$ cat config.mk
export PLATFORM = sky130hd
export DESIGN_NAME = hwmon_reading_converter
export DESIGN_NICKNAME = d
export VERILOG_FILES = /design/src/design/hrc_pkg.sv /design/src/design/hwmon_reading_converter.sv /design/src/design/hrc_front.sv /design/src/design/hrc_div_stage.sv /design/src/design/hrc_back.sv
export SDC_FILE = /design/constraint.sdc
export NUM_CORES = 1
export LEC_CHECK = 0
export BUFFER_PORTS_ARGS = -buffer_cell sky130_fd_sc_hd__buf_2
export CORE_AREA = 2 2 330 332
export CTS_BUF_LIST = sky130_fd_sc_hd__clkbuf_4 sky130_fd_sc_hd__clkbuf_8
export CTS_CLUSTER_SIZE = 14
export DETAILED_ROUTE_END_ITERATION = 8
export DIE_AREA = 0 0 332 334
export PLACE_DENSITY = 0.47
export SKIP_CTS_REPAIR_TIMING = 1
export SLEW_MARGIN = 20
export SYNTH_ARGS = -nofsm -noshare
export SYNTH_HDL_FRONTEND = slang
export SYNTH_SLANG_ARGS = --single-unit
$ cat constraint.sdc
create_clock -name i_clk -period 25.5 [get_ports i_clk]
set_input_delay 5.1 -clock i_clk [delete_from_list [all_inputs] [get_ports i_clk]]
set_output_delay 5.1 -clock i_clk [all_outputs]
set_load 0.01 [all_outputs]
$ cat src/design/hrc_pkg.sv
// ----------------------------------------------------------------------------
// hrc_pkg
// Types and constants of the hardware-monitor reading converter.
// ----------------------------------------------------------------------------
`default_nettype none

package hrc_pkg;

    typedef enum logic [1:0] {
        CMD_VOLTAGE = 2'd0,
        CMD_TEMP    = 2'd1,
        CMD_FAN     = 2'd2,
        CMD_PWM     = 2'd3
    } t_cmd;

    typedef enum logic [1:0] {
        CFG_VOLTAGE_STEP = 2'd0,
        CFG_DUAL_MODE    = 2'd1,
        CFG_BATTERY_CH   = 2'd2,
        CFG_PECI_MASK    = 2'd3
    } t_cfg_idx;

    localparam int READING_W    = 24;
    localparam int STEP_W       = 15;
    localparam int RAW_W        = 8;
    localparam int DEXP_W       = 3;
    localparam int FAN_QUO_W    = 21;
    localparam int DIV_STEPS    = 7;   // quotient bits per divider stage
    localparam int PWM_Y_W      = 15;
    localparam int PWM_Q_W      = 7;
    localparam int TEMP_W       = 10;

    localparam logic [STEP_W-1:0]    VRM8_STEP_UV   = 15'd16000;
    localparam logic [STEP_W-1:0]    VRM9_STEP_UV   = 15'd4880;
    localparam logic [READING_W-1:0] VRM9_OFFSET_UV = 24'd690000;
    localparam logic [FAN_QUO_W-1:0] FAN_DIVIDEND   = 21'd1350000;
    localparam logic [RAW_W-1:0]     FAN_SATURATED  = 8'hff;
    localparam logic [RAW_W-1:0]     FAN_UP_LIMIT   = 8'd192;
    localparam logic [RAW_W-1:0]     FAN_DOWN_LIMIT = 8'd96;
    localparam logic [DEXP_W-1:0]    DEXP_MAX       = 3'd7;
    localparam logic signed [TEMP_W-1:0] TEMP_MIN_HD = -10'sd110;
    localparam logic signed [TEMP_W-1:0] TEMP_MAX_HD = 10'sd250;
    // floor(2^22/255): reciprocal for the percent divide, at most one low
    localparam logic [29:0] PWM_RECIP     = 30'd16448;
    localparam int          PWM_RECIP_SH  = 22;
    localparam logic [PWM_Y_W-1:0] PWM_DIV = 15'd255;

    typedef struct packed {
        logic [STEP_W-1:0] voltage_step_uv;
        logic              vcore_dual_mode;
        logic [3:0]        battery_channel;
        logic [1:0]        peci_mask;
    } t_cfg;

    typedef struct packed {
        t_cmd                  cmd;
        logic                  ok;
        logic [READING_W-1:0]  val;
        logic [DEXP_W-1:0]     nd;
        logic [DEXP_W-1:0]     dexp;
        logic                  sat;
        logic [RAW_W-1:0]      cnt;
        logic [RAW_W-1:0]      rem;
        logic [FAN_QUO_W-1:0]  quo;
        logic [PWM_Y_W-1:0]    pwm_y;
        logic [PWM_Q_W-1:0]    pwm_q;
    } t_item;

endpackage

`default_nettype wire

$ cat src/design/hwmon_reading_converter.sv
// Converts raw hardware-monitor bytes into engineering units: voltages in
// microvolts, temperatures in half degrees Celsius, fan tach counts in rpm
// (plus a suggested divisor exponent) and PWM duty in whole percent. Every
// input word gives exactly one result word. The pipeline has five register
// stages, and a new word can be taken every cycle while o_stall is low. The
// depth is set by the fan divider, which resolves seven quotient bits in each
// of three stages between a conversion stage and the output register.
// Configuration registers are written through the write port and must only
// change while the pipeline is empty.
// ----------------------------------------------------------------------------
// hwmon_reading_converter
// Top level: configuration registers and the five-stage conversion pipeline.
// ----------------------------------------------------------------------------
`default_nettype none

module hwmon_reading_converter import hrc_pkg::*; (
    input  wire logic                   i_clk,
    input  wire logic                   i_rst_n,
    input  wire logic                   i_cfg_we,
    input  wire logic [1:0]             i_cfg_index,
    input  wire logic [STEP_W-1:0]      i_cfg_data,
    input  wire logic                   i_valid,
    output logic                        o_stall,
    input  wire logic [1:0]             i_command,
    input  wire logic [3:0]             i_channel,
    input  wire logic [RAW_W-1:0]       i_raw_value,
    input  wire logic                   i_half_bit,
    input  wire logic [DEXP_W-1:0]      i_divisor_exponent,
    input  wire logic                   i_vrm9_select,
    input  wire logic                   i_battery_valid,
    output logic                        o_valid,
    input  wire logic                   i_stall,
    output logic signed [READING_W-1:0] o_reading,
    output logic                        o_valid_res,
    output logic [DEXP_W-1:0]           o_next_divisor_exponent
);

    t_cfg  r_cfg;
    logic  v1, v2, v3, v4;
    logic  s1, s2, s3, s4;
    t_item it1, it2, it3, it4;

    always_ff @(posedge i_clk) begin
        if (!i_rst_n) begin
            r_cfg.voltage_step_uv <= 15'd8000;
            r_cfg.vcore_dual_mode <= 1'b0;
            r_cfg.battery_channel <= 4'd8;
            r_cfg.peci_mask       <= 2'd0;
        end else if (i_cfg_we) begin
            case (t_cfg_idx'(i_cfg_index))
                CFG_VOLTAGE_STEP: r_cfg.voltage_step_uv <= i_cfg_data;
                CFG_DUAL_MODE:    r_cfg.vcore_dual_mode <= i_cfg_data[0];
                CFG_BATTERY_CH:   r_cfg.battery_channel <= i_cfg_data[3:0];
                CFG_PECI_MASK:    r_cfg.peci_mask       <= i_cfg_data[1:0];
                default: ;
            endcase
        end
    end

    hrc_front u_front (
        .i_clk              (i_clk),
        .i_rst_n            (i_rst_n),
        .i_cfg              (r_cfg),
        .i_valid            (i_valid),
        .o_stall            (o_stall),
        .i_command          (i_command),
        .i_channel          (i_channel),
        .i_raw_value        (i_raw_value),
        .i_half_bit         (i_half_bit),
        .i_divisor_exponent (i_divisor_exponent),
        .i_vrm9_select      (i_vrm9_select),
        .i_battery_valid    (i_battery_valid),
        .o_valid            (v1),
        .o_item             (it1),
        .i_stall            (s1)
    );

    hrc_div_stage u_div0 (
        .i_clk   (i_clk),
        .i_rst_n (i_rst_n),
        .i_valid (v1),
        .o_stall (s1),
        .i_item  (it1),
        .o_valid (v2),
        .o_item  (it2),
        .i_stall (s2)
    );

    hrc_div_stage u_div1 (
        .i_clk   (i_clk),
        .i_rst_n (i_rst_n),
        .i_valid (v2),
        .o_stall (s2),
        .i_item  (it2),
        .o_valid (v3),
        .o_item  (it3),
        .i_stall (s3)
    );

    hrc_div_stage u_div2 (
        .i_clk   (i_clk),
        .i_rst_n (i_rst_n),
        .i_valid (v3),
        .o_stall (s3),
        .i_item  (it3),
        .o_valid (v4),
        .o_item  (it4),
        .i_stall (s4)
    );

    hrc_back u_back (
        .i_clk                   (i_clk),
        .i_rst_n                 (i_rst_n),
        .i_valid                 (v4),
        .o_stall                 (s4),
        .i_item                  (it4),
        .o_valid                 (o_valid),
        .o_reading               (o_reading),
        .o_valid_res             (o_valid_res),
        .o_next_divisor_exponent (o_next_divisor_exponent),
        .i_stall                 (i_stall)
    );

endmodule

`default_nettype wire

$ cat src/design/hrc_front.sv
// ----------------------------------------------------------------------------
// hrc_front
// First stage: voltage and temperature conversion, fan divisor hint,
// percent estimate and divider setup.
// ----------------------------------------------------------------------------
`default_nettype none

module hrc_front import hrc_pkg::*; (
    input  wire logic              i_clk,
    input  wire logic              i_rst_n,
    input  wire t_cfg              i_cfg,
    input  wire logic              i_valid,
    output logic                   o_stall,
    input  wire logic [1:0]        i_command,
    input  wire logic [3:0]        i_channel,
    input  wire logic [RAW_W-1:0]  i_raw_value,
    input  wire logic              i_half_bit,
    input  wire logic [DEXP_W-1:0] i_divisor_exponent,
    input  wire logic              i_vrm9_select,
    input  wire logic              i_battery_valid,
    output logic                   o_valid,
    output t_item                  o_item,
    input  wire logic              i_stall
);

    logic                      r_valid;
    t_item                     r_item;
    t_item                     n_item;

    logic                      is_bat;
    logic                      is_vcore;
    logic [STEP_W-1:0]         mul_a;
    logic [22:0]               prod;
    logic [READING_W-1:0]      volt_val;
    logic                      volt_ok;
    logic                      low_ch;
    logic                      peci;
    logic signed [TEMP_W-1:0]  temp_hd;
    logic                      temp_ok;
    logic [15:0]               pwm_x;
    logic [29:0]               pwm_p;
    logic [DEXP_W-1:0]         nd;
    t_cmd                      cmd;

    assign cmd = t_cmd'(i_command);

    always_comb begin
        // Battery channel wins over the vcore formulas.
        is_bat   = (i_channel == i_cfg.battery_channel);
        is_vcore = i_cfg.vcore_dual_mode && (i_channel == 4'd0) && !is_bat;
        if (is_vcore) begin
            mul_a = i_vrm9_select ? VRM9_STEP_UV : VRM8_STEP_UV;
        end else begin
            mul_a = i_cfg.voltage_step_uv;
        end
        prod     = {8'd0, mul_a} * {15'd0, i_raw_value};
        volt_val = {1'b0, prod} + ((is_vcore && i_vrm9_select) ? VRM9_OFFSET_UV : '0);
        volt_ok  = is_bat ? i_battery_valid : (volt_val != '0);

        low_ch  = (i_channel < 4'd2);
        peci    = low_ch && i_cfg.peci_mask[i_channel[0]];
        temp_hd = $signed({i_raw_value[7], i_raw_value, 1'b0})
                + $signed({9'd0, i_half_bit & low_ch});
        temp_ok = (temp_hd >= TEMP_MIN_HD) && (temp_hd <= TEMP_MAX_HD) && !peci;

        pwm_x = {8'd0, i_raw_value} * 16'd200 + 16'd255;
        pwm_p = {15'd0, pwm_x[15:1]} * PWM_RECIP;

        nd = i_divisor_exponent;
        if ((i_raw_value > FAN_UP_LIMIT) && (nd < DEXP_MAX)) begin
            nd = nd + 3'd1;
        end
        if ((i_raw_value < FAN_DOWN_LIMIT) && (nd > 3'd0)) begin
            nd = nd - 3'd1;
        end

        n_item       = '0;
        n_item.cmd   = cmd;
        n_item.dexp  = i_divisor_exponent;
        n_item.cnt   = i_raw_value;
        n_item.sat   = (i_raw_value == FAN_SATURATED);
        n_item.rem   = '0;
        n_item.quo   = FAN_DIVIDEND;
        n_item.pwm_y = pwm_x[15:1];
        n_item.pwm_q = pwm_p[PWM_RECIP_SH+PWM_Q_W-1:PWM_RECIP_SH];
        case (cmd)
            CMD_VOLTAGE: begin
                n_item.val = volt_val;
                n_item.ok  = volt_ok;
            end
            CMD_TEMP: begin
                n_item.val = {{(READING_W-TEMP_W){temp_hd[TEMP_W-1]}}, temp_hd};
                n_item.ok  = temp_ok;
            end
            CMD_FAN: begin
                n_item.ok = (i_raw_value != '0);
                n_item.nd = nd;
            end
            CMD_PWM: begin
                n_item.ok = 1'b1;
            end
            default: begin
                n_item.ok = 1'b0;
            end
        endcase
    end

    assign o_stall = r_valid && i_stall;

    always_ff @(posedge i_clk) begin
        if (!i_rst_n) begin
            r_valid <= 1'b0;
        end else if (!o_stall) begin
            r_valid <= i_valid;
        end
    end

    always_ff @(posedge i_clk) begin
        if (!o_stall && i_valid) begin
            r_item <= n_item;
        end
    end

    assign o_valid = r_valid;
    assign o_item  = r_item;

endmodule

`default_nettype wire

$ cat src/design/hrc_div_stage.sv
// ----------------------------------------------------------------------------
// hrc_div_stage
// One register stage of the fan divider: DIV_STEPS restoring steps of the
// constant dividend over the tach count.
// ----------------------------------------------------------------------------
`default_nettype none

module hrc_div_stage import hrc_pkg::*; (
    input  wire logic  i_clk,
    input  wire logic  i_rst_n,
    input  wire logic  i_valid,
    output logic       o_stall,
    input  wire t_item i_item,
    output logic       o_valid,
    output t_item      o_item,
    input  wire logic  i_stall
);

    logic         r_valid;
    t_item        r_item;
    t_item        n_item;
    logic [RAW_W:0] trial;

    // Dividend bits leave the top of quo while quotient bits enter below.
    always_comb begin
        n_item = i_item;
        trial  = '0;
        for (int k = 0; k < DIV_STEPS; k++) begin
            trial = {n_item.rem, n_item.quo[FAN_QUO_W-1]};
            if (trial >= {1'b0, n_item.cnt}) begin
                trial = trial - {1'b0, n_item.cnt};
                n_item.quo = {n_item.quo[FAN_QUO_W-2:0], 1'b1};
            end else begin
                n_item.quo = {n_item.quo[FAN_QUO_W-2:0], 1'b0};
            end
            n_item.rem = trial[RAW_W-1:0];
        end
    end

    assign o_stall = r_valid && i_stall;

    always_ff @(posedge i_clk) begin
        if (!i_rst_n) begin
            r_valid <= 1'b0;
        end else if (!o_stall) begin
            r_valid <= i_valid;
        end
    end

    always_ff @(posedge i_clk) begin
        if (!o_stall && i_valid) begin
            r_item <= n_item;
        end
    end

    assign o_valid = r_valid;
    assign o_item  = r_item;

endmodule

`default_nettype wire

$ cat src/design/hrc_back.sv
// ----------------------------------------------------------------------------
// hrc_back
// Last stage: fan scaling, percent rounding fix-up, result select and
// output register.
// ----------------------------------------------------------------------------
`default_nettype none

module hrc_back import hrc_pkg::*; (
    input  wire logic                 i_clk,
    input  wire logic                 i_rst_n,
    input  wire logic                 i_valid,
    output logic                      o_stall,
    input  wire t_item                i_item,
    output logic                      o_valid,
    output logic signed [READING_W-1:0] o_reading,
    output logic                      o_valid_res,
    output logic [DEXP_W-1:0]         o_next_divisor_exponent,
    input  wire logic                 i_stall
);

    logic                   r_valid;
    logic [READING_W-1:0]   r_reading;
    logic                   r_ok;
    logic [DEXP_W-1:0]      r_nd;
    logic [READING_W-1:0]   n_reading;
    logic [FAN_QUO_W-1:0]   fan_rpm;
    logic [PWM_Y_W-1:0]     pwm_r;
    logic [PWM_Q_W-1:0]     pwm_q;

    always_comb begin
        // floor(floor(a/b)/2^d) equals floor(a/(b*2^d))
        fan_rpm = i_item.quo >> i_item.dexp;
        pwm_r   = i_item.pwm_y - (({8'd0, i_item.pwm_q} << 8) - {8'd0, i_item.pwm_q});
        pwm_q   = i_item.pwm_q + ((pwm_r >= PWM_DIV) ? 7'd1 : 7'd0);
        case (i_item.cmd)
            CMD_VOLTAGE, CMD_TEMP: n_reading = i_item.val;
            CMD_FAN:   n_reading = i_item.sat ? '0 : {3'd0, fan_rpm};
            CMD_PWM:   n_reading = {17'd0, pwm_q};
            default:   n_reading = '0;
        endcase
        if (!i_item.ok) begin
            n_reading = '0;
        end
    end

    assign o_stall = r_valid && i_stall;

    always_ff @(posedge i_clk) begin
        if (!i_rst_n) begin
            r_valid <= 1'b0;
        end else if (!o_stall) begin
            r_valid <= i_valid;
        end
    end

    always_ff @(posedge i_clk) begin
        if (!o_stall && i_valid) begin
            r_reading <= n_reading;
            r_ok      <= i_item.ok;
            r_nd      <= i_item.nd;
        end
    end

    assign o_valid                 = r_valid;
    assign o_reading               = $signed(r_reading);
    assign o_valid_res             = r_ok;
    assign o_next_divisor_exponent = r_nd;

endmodule

`default_nettype wire

==> flow_summary.json <==
{
  "outcome": "finished clean",
  "synth_fa_ha_area_share_pct": 21.3,
  "post_drt_wl_per_cell_um": 16.9,
  "timing.fmax_mhz": 55.9,
  "wl_mm": 68.3,
  "synth_cells": 2511,
  "placed_cell_area_sq_um": 28700,
  "skew_ps": 37.5,
  "seq_area_frac_synth_pct": 38.7,
  "ys_types": 87,
  "drt-initial-drc-count": 1141,
  "fin_crit_sh_pct": 70.1,
  "cts_buffer_depth": 3,
  "mostFrequentLayoutCell": "edfxtp_1",
  "worstPathArrival_ps": 18270,
  "via_count": 18700,
  "yosysWarnings": 0,
  "min_path_type": "reg -> reg",
  "cts.reportedPaths.clkPinSlew_ps": 60,
  "fp.coreArea_sq_um": 108000,
  "synth_compound_area_share_pct": 12.6,
  "grt.busiest_layer": "met2",
  "grt_overflow": 0,
  "path_common_cell": "o21ai_0",
  "area_growth_pct": 11.9,
  "design_area_sq_um": 29900,
  "drv_cap": 0,
  "die_x_um": 332,
  "port_buffers": 71,
  "drt-pass1-iter-count": 6,
  "nets": 3029,
  "worstSkewPairLatency_ps": 660,
  "detailed_place_hpwl_mm": 51.7,
  "dp.cells": 3947,
  "ant_nets": 0,
  "final_cell_mix": "326 x edfxtp_1, 294 x ha_1, 251 x inv_1",
  "setup_violations": 0,
  "fp-row-count": 121,
  "yosys.area_share.xor_xnor_pct": 4.10,
  "synth_edf_count": 326,
  "drive_above_1_share_pct": 10.2,
  "hold_viol": 0,
  "gp_congestion": 0.836,
  "start_util_pct": 24.8,
  "finalNonFillerCells": 4051,
  "critPathLaunchType": "register",
  "antenna_found_initial": 10,
  "yosys-top-cells-area": "edfxtp_1 37%, ha_1 14%, fa_1 7.6%",
  "max_stage_delay_ps": 830,
  "cts_tree": "done",
  "worst_path_max_delay_cell": "edfxtp_1",
  "die_h_um": 334,
  "tns_ps": 0,
  "final.min_clock_period_ps": 17880,
  "gr-usage-met1_pct": 17.4,
  "dominantRegCellSynth": "edfxtp_1",
  "vias_per_cell": 4.61,
  "grt_use_met3_pct": 1.89,
  "die-area_sq_um": 111000,
  "critPathCaptureType": "register",
  "grt_pass1_wl_mm": 108,
  "cp_max_fo": 20,
  "relSlewSlack_pct": 30.4,
  "synth_area_per_cell_sq_um": 10.6,
  "cp.required_ps": 25890,
  "synthSimpleGateAreaFrac_pct": 13.9,
  "grt_setup_unrepaired": "false",
  "clkSinkCount": 353,
  "grtUsageTotal_pct": 12.2,
  "met2_usage_pct": 19.2,
  "nFillCells": 11300,
  "async_flop_share_pct": 0,
  "cts_buffers": 56,
  "synth_seq_cells": 353,
  "synth_top_cell_by_area": "edfxtp_1",
  "grt_max_degree": 63,
  "tightest_slew_ps": 1040,
  "grt_pass1_vias": 18800,
  "pin_count": 72,
  "drv_slew": 0,
  "synthMuxAreaShare_pct": 4.78,
  "synth_area_sq_um": 26700,
  "path_delay_family": "compound AO/OA/AOI/OAI gates",
  "synth_top_family_by_area": "adder cells",
  "cts_root_buf": "clkbuf_8",
  "drc_errors": 0,
  "critPathKind": "reg -> reg",
  "syn_nets": 2948,
  "h-tree-depth": 2,
  "cp.buffers_inverters": 7,
  "synth_top_area_share_pct": 36.6
}
-- metal layers --
layer  vias up  share of wire (%)  wire length, um
li1       9280                  -                -
met1      8908                 50            33800
met2       353                 44            29900
met3       104                4.2             2850
met4        12                2.3             1590
met5         -               0.10               71
-- area by class of cell --
cell class	count	area [sq um]	area share, %
antenna	2	5.00	0.0167
multi-input combinational	1839	15200	50.8
sequential	353	10300	34.5
timing repair buffer	84	473	1.58
clock inverter	31	284	0.950
tap	1414	1770	5.92
inverter	258	968	3.24
clock buffer	70	876	2.93
-- worst paths after layout --
path | startpoint | endpoint | slack, ps | cells after the start
hold / removal | u_div1.o_item[67] | u_div2.o_item[67] | 400 | 0
setup reg to reg | u_div0.o_item[51] | u_div1.o_item[50] | 7620 | 65
hold reg to reg | u_div1.o_item[67] | u_div2.o_item[67] | 400 | 0
setup / recovery | u_div0.o_item[51] | u_div1.o_item[50] | 7620 | 65
-- synthesized netlist by cell type (47+ instances only) --
| cell | n |
|---|---|
| fa_1 | 101 |
| a21oi_1 | 102 |
| nor2_1 | 153 |
| and3_1 | 71 |
| xnor2_1 | 86 |
| edfxtp_1 | 326 |
| nor2b_1 | 73 |
| ha_1 | 294 |
| inv_1 | 251 |
| nand3_1 | 47 |
| nand2_1 | 154 |
| and2_1 | 50 |
| o21ai_0 | 122 |
| clkbuf_1 | 48 |
-- through the flow --
step / setup slack [ps] / hold slack, ps / util, %
finish: 7620 / 397 / 27.7
global route: 6100 / 405 / 27.7
CTS: 7630 / 399 / 27.7
detailed placement: 7710 / 405 / 26.6
global placement: 7980 / 401 / 26.6
floorplan: 11020 / 400 / -
-- logic make-up (layout without fill, tap and decap cells) --
kind of cell	count (synthesis)	after routing
buf+inv	319	443
simple gates	717	717
compound gates	503	503
flops	353	353
mux	99	99
xor+xnor	125	125
fa+ha+maj	395	395
other cells	0	2
-- sequential cells by signal (all words and copies together), names as in the netlist --
name,count
r_cfg,22
u_back.o_next_divisor_exponent,3
u_back.o_reading,24
u_back.o_valid,1
u_back.o_valid_res,1
u_div0.o_item,77
u_div0.o_valid,1
u_div1.o_item,84
u_div1.o_valid,1
u_div2.o_item,75
u_div2.o_valid,1
u_front.o_item,62
u_front.o_valid,1
-- worst reg2reg max path: cells and delay by family, from the launching register on --
kind	cells	cell delay [ps]
AOI/OAI and AO/OA	38	9320
adders and majority gates	7	2490
buffers and inverters	7	1310
DFF	1	830
muxes	2	830
and+or+nand+nor	11	2880
Power is left out: the tool's default activity adds up to more than one toggle a clock period on the data nets, which glitch-free logic cannot reach.
